===== src/sv/rc2d_pkg.sv =====
// shared constants and status codes for the ray crossing block
package rc2d_pkg;

  localparam int unsigned POS_BITS_DEF  = 48;
  localparam int unsigned VEL_BITS_DEF  = 12;
  localparam int unsigned FRAC_BITS_DEF = 16;
  localparam int unsigned PT_BITS       = 64;

  localparam logic [1:0] ST_CROSS         = 2'd0;
  localparam logic [1:0] ST_PARALLEL      = 2'd1;
  localparam logic [1:0] ST_BEHIND_SECOND = 2'd2;
  localparam logic [1:0] ST_BEHIND_FIRST  = 2'd3;

endpackage


===== src/sv/rc2d_cell.sv =====
// one restoring division step for both axes, one quotient bit per cell
module rc2d_cell #(
  parameter int unsigned DW  = 25,
  parameter int unsigned DVW = 91
) (
  input  logic                                clk_i,
  input  logic                                rst_ni,
  input  logic                                en_i,
  input  logic                                vld_i,
  input  logic [1:0]                          sts_i,
  input  logic [1:0]                          neg_i,
  input  logic [DW-1:0]                       d_i,
  input  logic [1:0][DW-1:0]                  rem_i,
  input  logic [1:0][DVW-1:0]                 dvd_i,
  input  logic [1:0][rc2d_pkg::PT_BITS-1:0]   q_i,
  input  logic [1:0]                          ovf_i,
  output logic                                vld_o,
  output logic [1:0]                          sts_o,
  output logic [1:0]                          neg_o,
  output logic [DW-1:0]                       d_o,
  output logic [1:0][DW-1:0]                  rem_o,
  output logic [1:0][DVW-1:0]                 dvd_o,
  output logic [1:0][rc2d_pkg::PT_BITS-1:0]   q_o,
  output logic [1:0]                          ovf_o
);
  import rc2d_pkg::*;

  logic [1:0][DW:0]        shf;
  logic [1:0]              ge;
  logic [1:0][DW-1:0]      rem_d;
  logic [1:0][PT_BITS-1:0] q_d;
  logic [1:0]              ovf_d;

  always_comb begin
    for (int k = 0; k < 2; k++) begin
      shf[k]   = {rem_i[k], dvd_i[k][DVW-1]};
      ge[k]    = shf[k] >= {1'b0, d_i};
      rem_d[k] = ge[k] ? DW'(shf[k] - {1'b0, d_i}) : shf[k][DW-1:0];
      q_d[k]   = {q_i[k][PT_BITS-2:0], ge[k]};
      ovf_d[k] = ovf_i[k] | q_i[k][PT_BITS-1];
    end
  end

  always_ff @(posedge clk_i or negedge rst_ni) begin
    if (!rst_ni) begin
      vld_o <= 1'b0;
    end else if (en_i) begin
      vld_o <= vld_i;
    end
  end

  always_ff @(posedge clk_i) begin
    if (en_i) begin
      sts_o <= sts_i;
      neg_o <= neg_i;
      d_o   <= d_i;
      rem_o <= rem_d;
      dvd_o[0] <= dvd_i[0] << 1;
      dvd_o[1] <= dvd_i[1] << 1;
      q_o   <= q_d;
      ovf_o <= ovf_d;
    end
  end

endmodule


===== config.mk =====
export PLATFORM = sky130hd
export DESIGN_NAME = rc2d_cell
export DESIGN_NICKNAME = d
export VERILOG_FILES = /design/src/sv/rc2d_pkg.sv /design/src/sv/rc2d_cell.sv
export SDC_FILE = /design/constraint.sdc
export NUM_CORES = 1
export LEC_CHECK = 0
export ABC_AREA = 1
export BUFFER_PORTS_ARGS = -buffer_cell sky130_fd_sc_hd__buf_2
export CORE_AREA = 2 2 305 307
export CTS_CLUSTER_DIAMETER = 120
export CTS_CLUSTER_SIZE = 24
export DETAILED_ROUTE_END_ITERATION = 10
export DIE_AREA = 0 0 307 309
export GPL_TIMING_DRIVEN = 0
export SYNTH_ARGS = -nofsm -noshare
export SYNTH_HDL_FRONTEND = slang
export SYNTH_SLANG_ARGS = --single-unit

===== constraint.sdc =====
create_clock -name clk_i -period 0.8 [get_ports clk_i]
set_input_delay 0 -clock clk_i [delete_from_list [all_inputs] [get_ports clk_i]]
set_output_delay 0 -clock clk_i [all_outputs]
set_load 0.01 [all_outputs]

==> results.json, run 1 <==
{
  "status": "complete, but fails checks",
  "violations": "negative hold slack, negative setup slack",
  "initial_utilization_pct": 18.2,
  "antenna_found_initial": 24,
  "drtAntennaViolNets": 0,
  "critical_path.startpoint_type": "input pin",
  "setup_viol": 443,
  "final_common_cell": "buf_2",
  "hp-class": "input pin to flop",
  "fin_tns_setup_ps": -160620,
  "grt_max_degree": 120,
  "powerDensity_nw_per_um2": 1760,
  "ios": 787,
  "cts.sinks": 390,
  "synthesis.area_um2": 16700,
  "drive_gt1_share_pct": 46.4,
  "crit_fanout": 5,
  "synthCells": 1394,
  "wl_met2_um": 41800,
  "p_int_mw": 36.8,
  "place_congestion": 0.934,
  "drt_iter0_drc": 1226,
  "dp_hpwl_um": 58700,
  "grt_pass1_wl_um": 108000,
  "path_clk_slew_ps": 110,
  "cp_data_required_time_ps": 1150,
  "drv_cap": 0,
  "max_stage_delay_ps": 300,
  "area_growth_pct": 79.2,
  "first_pass_iters": 5,
  "dr_total_vias": 15600,
  "min_path_cells": 1,
  "worstSetupPathType": "input pin to flop",
  "hold_ws_ps": -373,
  "slew_headroom_pct": 53.7,
  "dr_wl_met3_um": 7790,
  "power.switching_mw": 15.7,
  "worstPathArrival_ps": 1780,
  "post-place-ws_ps": -1540,
  "worstPathCellList": "buf_6 -> clkinvlp_4 -> ha_4 -> nand2_4 -> nor2_4 -> buf_4 -> nand2_2 -> nand2_2 -> a21oi_4 -> nand3_4 -> buf_12 -> nand2_8 -> nand2_4",
  "synthTopCellsByArea": "edfxtp_1 70%, nand2_1 10%, inv_1 4.8%, ha_1 3.8%, nand4_1 2.5%",
  "p_clk_share_pct": 26.7,
  "final_util_pct": 32.7,
  "cts_root_buf": "clkbuf_16",
  "insertion_delay_ps": 600,
  "cts_tree": "done",
  "gr-usage-all-layers_pct": 15.7,
  "synth_cell_types": 35,
  "via_per_inst": 4.01,
  "grt_pass1_vias": 15800,
  "port_buffers": 784,
  "met1_length_um": 26900,
  "grt_overflow": 0,
  "clockBufferDepth": 3,
  "route.top_layer_used": "met5",
  "dieArea_um2": 94900,
  "final_nets": 3130,
  "finalMaxSlewViolations": 0,
  "period_minus_slack_ps": 1430,
  "p_comb_share_pct": 25.3,
  "synth_top_cell_area_share_pct": 70.1,
  "drc": 0,
  "r2r_setup_slack_ps": -100,
  "htree_levels": 1,
  "r2r_cells": 2,
  "final.setup_skew_ps": 0,
  "fmax_mhz": 699,
  "core.rowCount": 111,
  "rsz0062_at_grt": "yes",
  "swShare_pct": 30.0,
  "seqPwrFrac_pct": 48.0,
  "synth_seq_cells": 390,
  "cts_buffers": 24,
  "period_share_pct": 179,
  "finalPower_mw": 52.5,
  "die_w_um": 307,
  "yosysWarnings": 0,
  "crit_path_top_delay_cell": "ha_4",
  "ir_worst_vdd_v": 0.00180,
  "layout_common_cells": "709 x buf_2, 389 x edfxtp_1, 387 x dlygate4sd3_1",
  "finalWorstSetupSlack_ps": -632,
  "die_h_um": 309,
  "seq_area_frac_synth_pct": 70.3,
  "hold_viol": 59,
  "drt-total-wl_um": 79900,
  "wire_per_inst_um": 20.6,
  "tightest_slew_ps": 694,
  "cellLeakagePower_nw": 13.2,
  "core_um2": 91400,
  "avgSynthCellArea_um2": 12.0,
  "yosys.area.top_type": "edfxtp_1",
  "cp-end-kind": "flop"
}
sequential cells by signal (all words and copies together) (netlist names):
name,cells
d_o,25
ovf_o,2
dvd_o,180
vld_o,1
sts_o,2
rem_o,50
q_o,128
neg_o,2
cells by family (layout without fill, tap and decap cells):
| family | count (synthesis) | count (layout) | share of synthesized area, % |
|---|---|---|---|
| simple gates | 671 | 672 | 18.0 |
| mux | 1 | 1 | 0.0676 |
| xor+xnor | 23 | 23 | 1.21 |
| other cells | 1 | 13 | 0.0225 |
| compound gates | 22 | 22 | 0.826 |
| flops | 390 | 390 | 70.3 |
| fa+ha+maj | 52 | 52 | 3.99 |
| buf+inv | 234 | 1530 | 5.65 |
cells in the mapped netlist:
cell type and n:
nand2_2 24, nor3_4 2, nand3b_1 3, nand4_1 66, nand3_1 43, buf_2 7
clkinv_1 1, ha_1 50, inv_1 212, and2_1 7, edfxtp_1 389, clkbuf_1 5
nor3_2 2, or2_1 2, conb_1 1, inv_2 3, buf_12 2, nand4_4 1
dfrtp_1 1, fa_1 2, or2_2 5, mux2_2 1, nor3_1 3, a21oi_1 18
o21a_1 2, buf_6 2, a21oi_4 2, nand2_1 442, buf_4 2, nand3_2 2
nor2_2 7, nand3_4 4, xor2_1 23, nor2_1 57, nor2_4 1
cell type report:
type	count	area, um2
buffer	18	241
multi-input combinational	772	5500
fill	9096	61500
inverter	216	867
sequential	390	11700
clock buffer	25	604
clock inverter	10	180
antenna	11	27.5
timing repair buffer	1261	9240
tap	1186	1480
power by group through the flow:
| stage | Combinational (mW) | Sequential, mW | Clock, mW |
|---|---|---|---|
| after detailed placement | 9.19 | 25.5 | 0 |
| after CTS | 12.5 | 25.1 | 14.7 |
| after global placement | 9.11 | 25.8 | 0 |
| after floorplan | 3.15 | 26.5 | 0 |
| final | 13.3 | 25.2 | 14.0 |
| after global routing | 14.2 | 25.3 | 15.3 |
layer usage:
metal	up-vias	global-route usage [%]
met5	-	0
met4	14	6.05
met3	156	6.01
met2	682	29.2
met1	7492	15.7
li1	7264	-
metrics by stage:
stage / area, um2 / cells
after detailed placement: 22600 / 3368
after global routing: 29900 / 3887
after CTS: 29100 / 3855
final: 29900 / 3889
after floorplan: 17100 / 1395
after global placement: 22500 / 3365
worst max-delay path: cells and delay by family:
kind                     cells  cell delay [ps]
adder cells (fa/ha/maj)      1              300
AND/OR/NAND/NOR              7              660
buffers and inverters        4              570
AO/OA/AOI/OAI                1              250
final timing paths:
| check | from | to |
|---|---|---|
| worst max-delay path | d_i[17] | rem_o[45] |
| worst min-delay path | d_i[0] | d_o[0] |
| worst max register to register | vld_o | vld_o |
| worst min register to register | vld_o | vld_o |
| max in group asynchronous | rst_ni | vld_o |
| min in group asynchronous | rst_ni | vld_o |
what timing repair did:
item | 4_1_cts | 5_1_grt
hold endpoints to repair | 442 | 69
endpoints found under the setup margin | 452 | 443
buffers inserted | 65 | 16
resized for setup | 333 | 166
hold buffers | 376 | 11
cloned | 11 | 1
pin swaps | 93 | 67
Note: power is estimated with default switching activity, not from simulation.
==> run 2: changes to the inputs <==
==> constraint.sdc (replaced) <==
create_clock -name clk_i -period 0.8 [get_ports clk_i]
set_input_delay 0 -clock clk_i [delete_from_list [all_inputs] [get_ports clk_i]]
set_output_delay 0 -clock clk_i [all_outputs]
set_load 0.02 [all_outputs]
==> run 2 against run 1 <==
Net effect:
- sequential power up 2%
- sequential share of layout area decreased by 1.1 points
- highest routed layer unchanged
- clock power shrank 9%
- final cell count down 1.1%
- fmax shrank 1.7%
- critical path type unchanged
- register-to-register slack hardly changed
- the run still ends with negative hold slack, negative setup slack left
- non-clock buffer count down 36
- critical path depth shrank 1
- die area stayed put
- wire length rose by 4.4%
==> results.json, run 2 (same netlist as run 1, synthesis figures left out) <==
{
  "dpl.cell_count": 3368,
  "rsz0062_at_grt": "yes",
  "min_path_cells": 1,
  "ir_worst_vdd_v": 0.00184,
  "path_clk_slew_ps": 110,
  "drtAntennaViolNets": 0,
  "wire_per_inst_um": 21.7,
  "layout_common_cells": "432 x buf_2, 389 x edfxtp_1, 387 x dlygate4sd3_1",
  "r2r_setup_slack_ps": -110,
  "clockBufferDepth": 3,
  "p_comb_share_pct": 28.7,
  "drv_cap": 0,
  "finalPower_mw": 53.7,
  "worstSetupPathType": "input pin to flop",
  "dieArea_um2": 94900,
  "finalWorstSetupSlack_ps": -657,
  "reg2reg_to": "vld_o",
  "place_congestion": 0.921,
  "cp-end-kind": "flop",
  "cp_data_required_time_ps": 1250,
  "drt_iter0_drc": 1077,
  "core_um2": 91400,
  "cts_root_buf": "clkbuf_16",
  "dr_total_vias": 15600,
  "regArea_um2": 11700,
  "period_minus_slack_ps": 1460,
  "swShare_pct": 31.1,
  "hold_viol": 66,
  "grt_max_degree": 125,
  "tightest_slew_ps": 691,
  "cts.sinks": 390,
  "fin_cells": 3847,
  "via_per_inst": 4.04,
  "n_fill_cell": 8993,
  "final_nets": 3092,
  "p_int_mw": 37.0,
  "seqPwrFrac_pct": 47.6,
  "finalMaxSlewViolations": 0,
  "period_share_pct": 182,
  "fmax_mhz": 687,
  "drt-total-wl_um": 83400,
  "die_w_um": 307,
  "htree_levels": 1,
  "grt_pass1_wl_um": 110000,
  "p_clk_share_pct": 23.7,
  "r2r_cells": 2,
  "slew_headroom_pct": 53.9,
  "antenna_found_initial": 26,
  "cts_buffers": 22,
  "setup_viol": 443,
  "dp_hpwl_um": 60800,
  "grt_overflow": 0,
  "power.switching_mw": 16.7,
  "reg_top3": "dvd_o (180), q_o (128), rem_o (50)",
  "initial_utilization_pct": 18.2,
  "hold_ws_ps": -360,
  "ios": 787,
  "min_to": "d_o[0]",
  "multi_input_area_um2": 5060,
  "top_register": "dvd_o",
  "core.rowCount": 111,
  "status": "complete, but fails checks",
  "cts_tree": "done",
  "die_h_um": 309,
  "cellLeakagePower_nw": 13.5,
  "insertion_delay_ps": 600,
  "worstHoldStart": "d_i[0]",
  "timing.rr.start": "vld_o",
  "port_buffers": 784,
  "violations": "negative hold slack, negative setup slack",
  "hp-class": "input pin to flop",
  "final_common_cell": "buf_2",
  "gr-usage-all-layers_pct": 16.2,
  "critical_path.startpoint_type": "input pin",
  "crit_fanout": 10,
  "area_growth_pct": 84.2,
  "fin_tns_setup_ps": -167950,
  "final.setup_skew_ps": 0,
  "drc": 0,
  "largest_reg_flops": 180,
  "grt_pass1_vias": 15700,
  "drive_gt1_share_pct": 42.6,
  "first_pass_iters": 5,
  "worstPathArrival_ps": 1910,
  "powerDensity_nw_per_um2": 1750
}
run 2: per-layer routing:
| layer | vias to the layer above | global-route usage, % | wire [um] |
|---|---|---|---|
| li1 | 7183 | - | - |
| met1 | 7511 | 16.0 | 28200 |
| met2 | 674 | 30.3 | 42800 |
| met3 | 170 | 6.04 | 7570 |
| met4 | 16 | 6.92 | 4730 |
| met5 | - | 0 | 113 |
run 2: cell type report:
type | instances | area share [%]
Sequential cell | 390 | 38.1
Timing Repair Buffer | 1225 | 34.8
Multi-Input combinational cell | 772 | 16.5
Tap cell | 1186 | 4.84
Inverter | 216 | 2.78
Clock buffer | 25 | 1.83
Buffer | 18 | 0.738
Clock inverter | 7 | 0.306
Antenna cell | 8 | 0.0652
run 2: worst max-delay path by stage:
stage,from,slack [ps],to,cells past startpoint
after floorplan,d_i[5],-780,rem_o[26],13
after global placement,en_i,-6890,vld_o,2
after detailed placement,d_i[22],-1600,rem_o[20],12
after CTS,d_i[21],-580,rem_o[17],12
after global routing,d_i[23],-680,rem_o[17],11
final,d_i[23],-660,rem_o[16],12
run 2: stage by stage:
stage	cell area, um2	setup slack [ps]	utilization [%]
2_1_floorplan	17100	-780	-
3_3_place_gp	22500	-6890	24.7
3_5_place_dp	22600	-1600	24.8
4_1_cts	29200	-580	31.9
5_1_grt	30700	-675	33.6
6_report	30700	-657	33.6
run 2: critical path: stages:
cell and delay [ps]:
buf_2 160, inv_2 100, ha_4 310, nand2_2 100, nor2_2 170, nand2_2 100, nor2_4 140, nand4_4 230
nand3_4 210, buf_8 160, nand2_1 100, nand2_1 120
run 2: repair_timing:
action,CTS,global route
hold buffers,381,6
cloned,5,5
resized for setup,519,406
hold endpoints to repair,450,72
setup endpoints to repair,557,457
setup buffers,30,13
pin swaps,61,42
run 2: power groups by stage:
stage	combinational, mW	clock [mW]	sequential, mW
floorplan	3.16	0	27.9
global placement	10.5	0	25.8
detailed placement	10.6	0	25.5
CTS	14.1	13.3	25.3
global route	16.3	13.9	25.7
finish	15.4	12.7	25.6
==> run 3: changes to the inputs <==
--- a/config.mk
+++ b/config.mk
@@ -6,12 +6,13 @@
 export NUM_CORES = 1
 export LEC_CHECK = 0
 export ABC_AREA = 1
+export ABC_CLOCK_PERIOD_IN_PS = 1720
 export BUFFER_PORTS_ARGS = -buffer_cell sky130_fd_sc_hd__buf_2
-export CORE_AREA = 2 2 305 307
+export CORE_AREA = 2 2 302 304
 export CTS_CLUSTER_DIAMETER = 120
 export CTS_CLUSTER_SIZE = 24
 export DETAILED_ROUTE_END_ITERATION = 10
-export DIE_AREA = 0 0 307 309
+export DIE_AREA = 0 0 304 306
 export GPL_TIMING_DRIVEN = 0
 export SYNTH_ARGS = -nofsm -noshare
 export SYNTH_HDL_FRONTEND = slang
==> constraint.sdc (replaced) <==
create_clock -name clk_i -period 1.72 [get_ports clk_i]
set_input_delay 0 -clock clk_i [delete_from_list [all_inputs] [get_ports clk_i]]
set_output_delay 0 -clock clk_i [all_outputs]
set_load 0.02 [all_outputs]
==> run 3 against run 2 <==
Net effect:
- the flow finishes with violations (negative hold slack)
- flip-flop and latch count unchanged
- die area fell by 1.9%
- power fell by 57%
- clock skew unchanged
- via count shrank 3.7%
- worst hold slack gained 110 ps
- final cell count down 1.2%
- register-to-register slack improved by 1100 ps
- critical path type unchanged
==> results.json, run 3 (same netlist as run 1, synthesis figures left out) <==
{
  "area_growth_pct": 61.5,
  "cts_root_buf": "clkbuf_16",
  "hold_ws_ps": -252,
  "core_um2": 89600,
  "dp_hpwl_um": 59300,
  "final_common_cell": "buf_2",
  "clockBufferDepth": 3,
  "period_minus_slack_ps": 1670,
  "ir_worst_vdd_v": 0.000746,
  "crit_top_cell": "nand2_1",
  "dieArea_um2": 93000,
  "fmax_mhz": 597,
  "dr_total_vias": 15000,
  "first_pass_iters": 5,
  "place_congestion": 0.916,
  "grt_pass1_wl_um": 105000,
  "layout_common_cells": "792 x buf_2, 441 x nand2_1, 389 x edfxtp_1, 389 x dlygate4sd3_1, 212 x inv_1",
  "cts.sinks": 390,
  "cellLeakagePower_nw": 12.3,
  "hp-class": "input pin to flop",
  "violations": "negative hold slack",
  "worstPathCellList": "buf_2 -> inv_1 -> ha_1 -> nand2_2 -> nor2_1 -> nand2_1 -> nor2_2 -> nand4_4 -> nand3_4 -> buf_4 -> buf_6 -> nand2_1 -> nand2_1",
  "max_stage_delay_ps": 390,
  "cts_buffers": 22,
  "drtAntennaViolNets": 0,
  "fin_area_um2": 26900,
  "period_share_pct": 97.4,
  "crit_fanout": 10,
  "largest_reg_flops": 180,
  "tightest_slew_ps": 749,
  "final_nets": 3055,
  "core.rowCount": 110,
  "final_util_pct": 30.0,
  "cp_data_required_time_ps": 2170,
  "top_register": "dvd_o",
  "powerDensity_nw_per_um2": 855,
  "antenna_found_initial": 25,
  "insertion_delay_ps": 580,
  "initial_utilization_pct": 18.6,
  "final.setup_skew_ps": 0,
  "ios": 787,
  "drv_cap": 0,
  "finalMaxSlewViolations": 0,
  "crit_path_top_delay_cell": "ha_1",
  "grt_max_degree": 123,
  "slew_headroom_pct": 50.0,
  "via_per_inst": 3.94,
  "die_h_um": 306,
  "grt_pass1_vias": 15200,
  "drive_gt1_share_pct": 34.9,
  "rsz0062_at_grt": "yes",
  "port_buffers": 784,
  "htree_levels": 1,
  "reg_top3": "dvd_o (180), q_o (128), rem_o (50)",
  "cp-end-kind": "flop",
  "gr-usage-all-layers_pct": 15.4,
  "worstPathArrival_ps": 2120,
  "drt-total-wl_um": 75600,
  "setup_viol": 0,
  "die_w_um": 304,
  "place_area_um2": 22200,
  "status": "complete, but fails checks",
  "drc": 0,
  "wire_per_inst_um": 19.9,
  "cts_tree": "done",
  "finalPower_mw": 23.0,
  "worstSetupPathType": "input pin to flop",
  "n_fill_cell": 9216,
  "hold_viol": 65,
  "critical_path.startpoint_type": "input pin",
  "grt_overflow": 0,
  "path_clk_slew_ps": 100,
  "drt_iter0_drc": 1106
}
-- run 3: cell count changes in the layout (fill, tap and decap cells not counted), moves of 22 or more --
cell	previous run	this run
inv_1	180	212
ha_4	37	3
buf_6	362	2
buf_2	432	792
buf_4	36	14
nand2_1	353	441
nand2_4	36	0
nand2_2	76	25
ha_1	7	45
-- run 3: final cells by class --
| cell class | instances | area [um2] | area share (%) |
|---|---|---|---|
| clock buffer | 22 | 551 | 2.05 |
| antenna | 11 | 27.5 | 0.102 |
| multi-input combinational | 771 | 4080 | 15.2 |
| buffer | 18 | 146 | 0.544 |
| timing repair buffer | 1189 | 8020 | 29.8 |
| tap | 1176 | 1470 | 5.47 |
| clock inverter | 8 | 95.1 | 0.353 |
| sequential | 390 | 11700 | 43.5 |
| inverter | 216 | 811 | 3.01 |
-- run 3: power by group --
group | internal [mW] | switching, mW | total, mW | leakage (nW)
Sequential | 11.4 | 0.256 | 11.7 | 3.82
Clock | 2.41 | 3.38 | 5.79 | 0.315
Combinational | 2.08 | 3.46 | 5.54 | 8.21
-- run 3: metal layers --
metal / vias up / wire length (um) / track usage, %
met5: - / 99 / 0
met2: 595 / 38300 / 28.1
met3: 113 / 7260 / 6.13
met4: 14 / 2980 / 5.46
li1: 7093 / - / -
met1: 7158 / 26900 / 15.9
-- run 3: worst paths after layout --
| path | from | end | slack [ps] | depth (start not counted) |
|---|---|---|---|---|
| hold / removal | dvd_i[90] | rem_o[0] | -250 | 3 |
| setup reg to reg | vld_o | vld_o | 960 | 1 |
| min in group asynchronous | rst_ni | vld_o | 250 | 3 |
| setup / recovery | d_i[23] | rem_o[16] | 50 | 13 |
| hold reg to reg | vld_o | vld_o | 540 | 1 |
| max in group asynchronous | rst_ni | vld_o | 1370 | 3 |
-- run 3: repair_timing --
item | in CTS | in global routing
buffers inserted | 9 | 4
resized for setup | 6 | 20
pin swaps | 3 | 3
endpoints found under the setup margin | 12 | 30
hold buffers | 386 | 3
gates cloned | 0 | 0
hold endpoints to repair | 451 | 68
-- run 3: metrics by stage --
step / cells / TNS, ps / setup slack, ps
after floorplan: 1395 / 0 / 37.2
after global placement: 3355 / -2208760 / -6030
after detailed placement: 3358 / -46280 / -795
after CTS: 3783 / 0 / 16.4
after global routing: 3797 / -14.1 / -8.13
final: 3801 / 0 / 45.1
-- run 3: critical path, delay by kind of cell --
family / cells / cell delay, ps
simple gates: 8 / 1180
buf+inv: 4 / 540
fa+ha+maj: 1 / 390
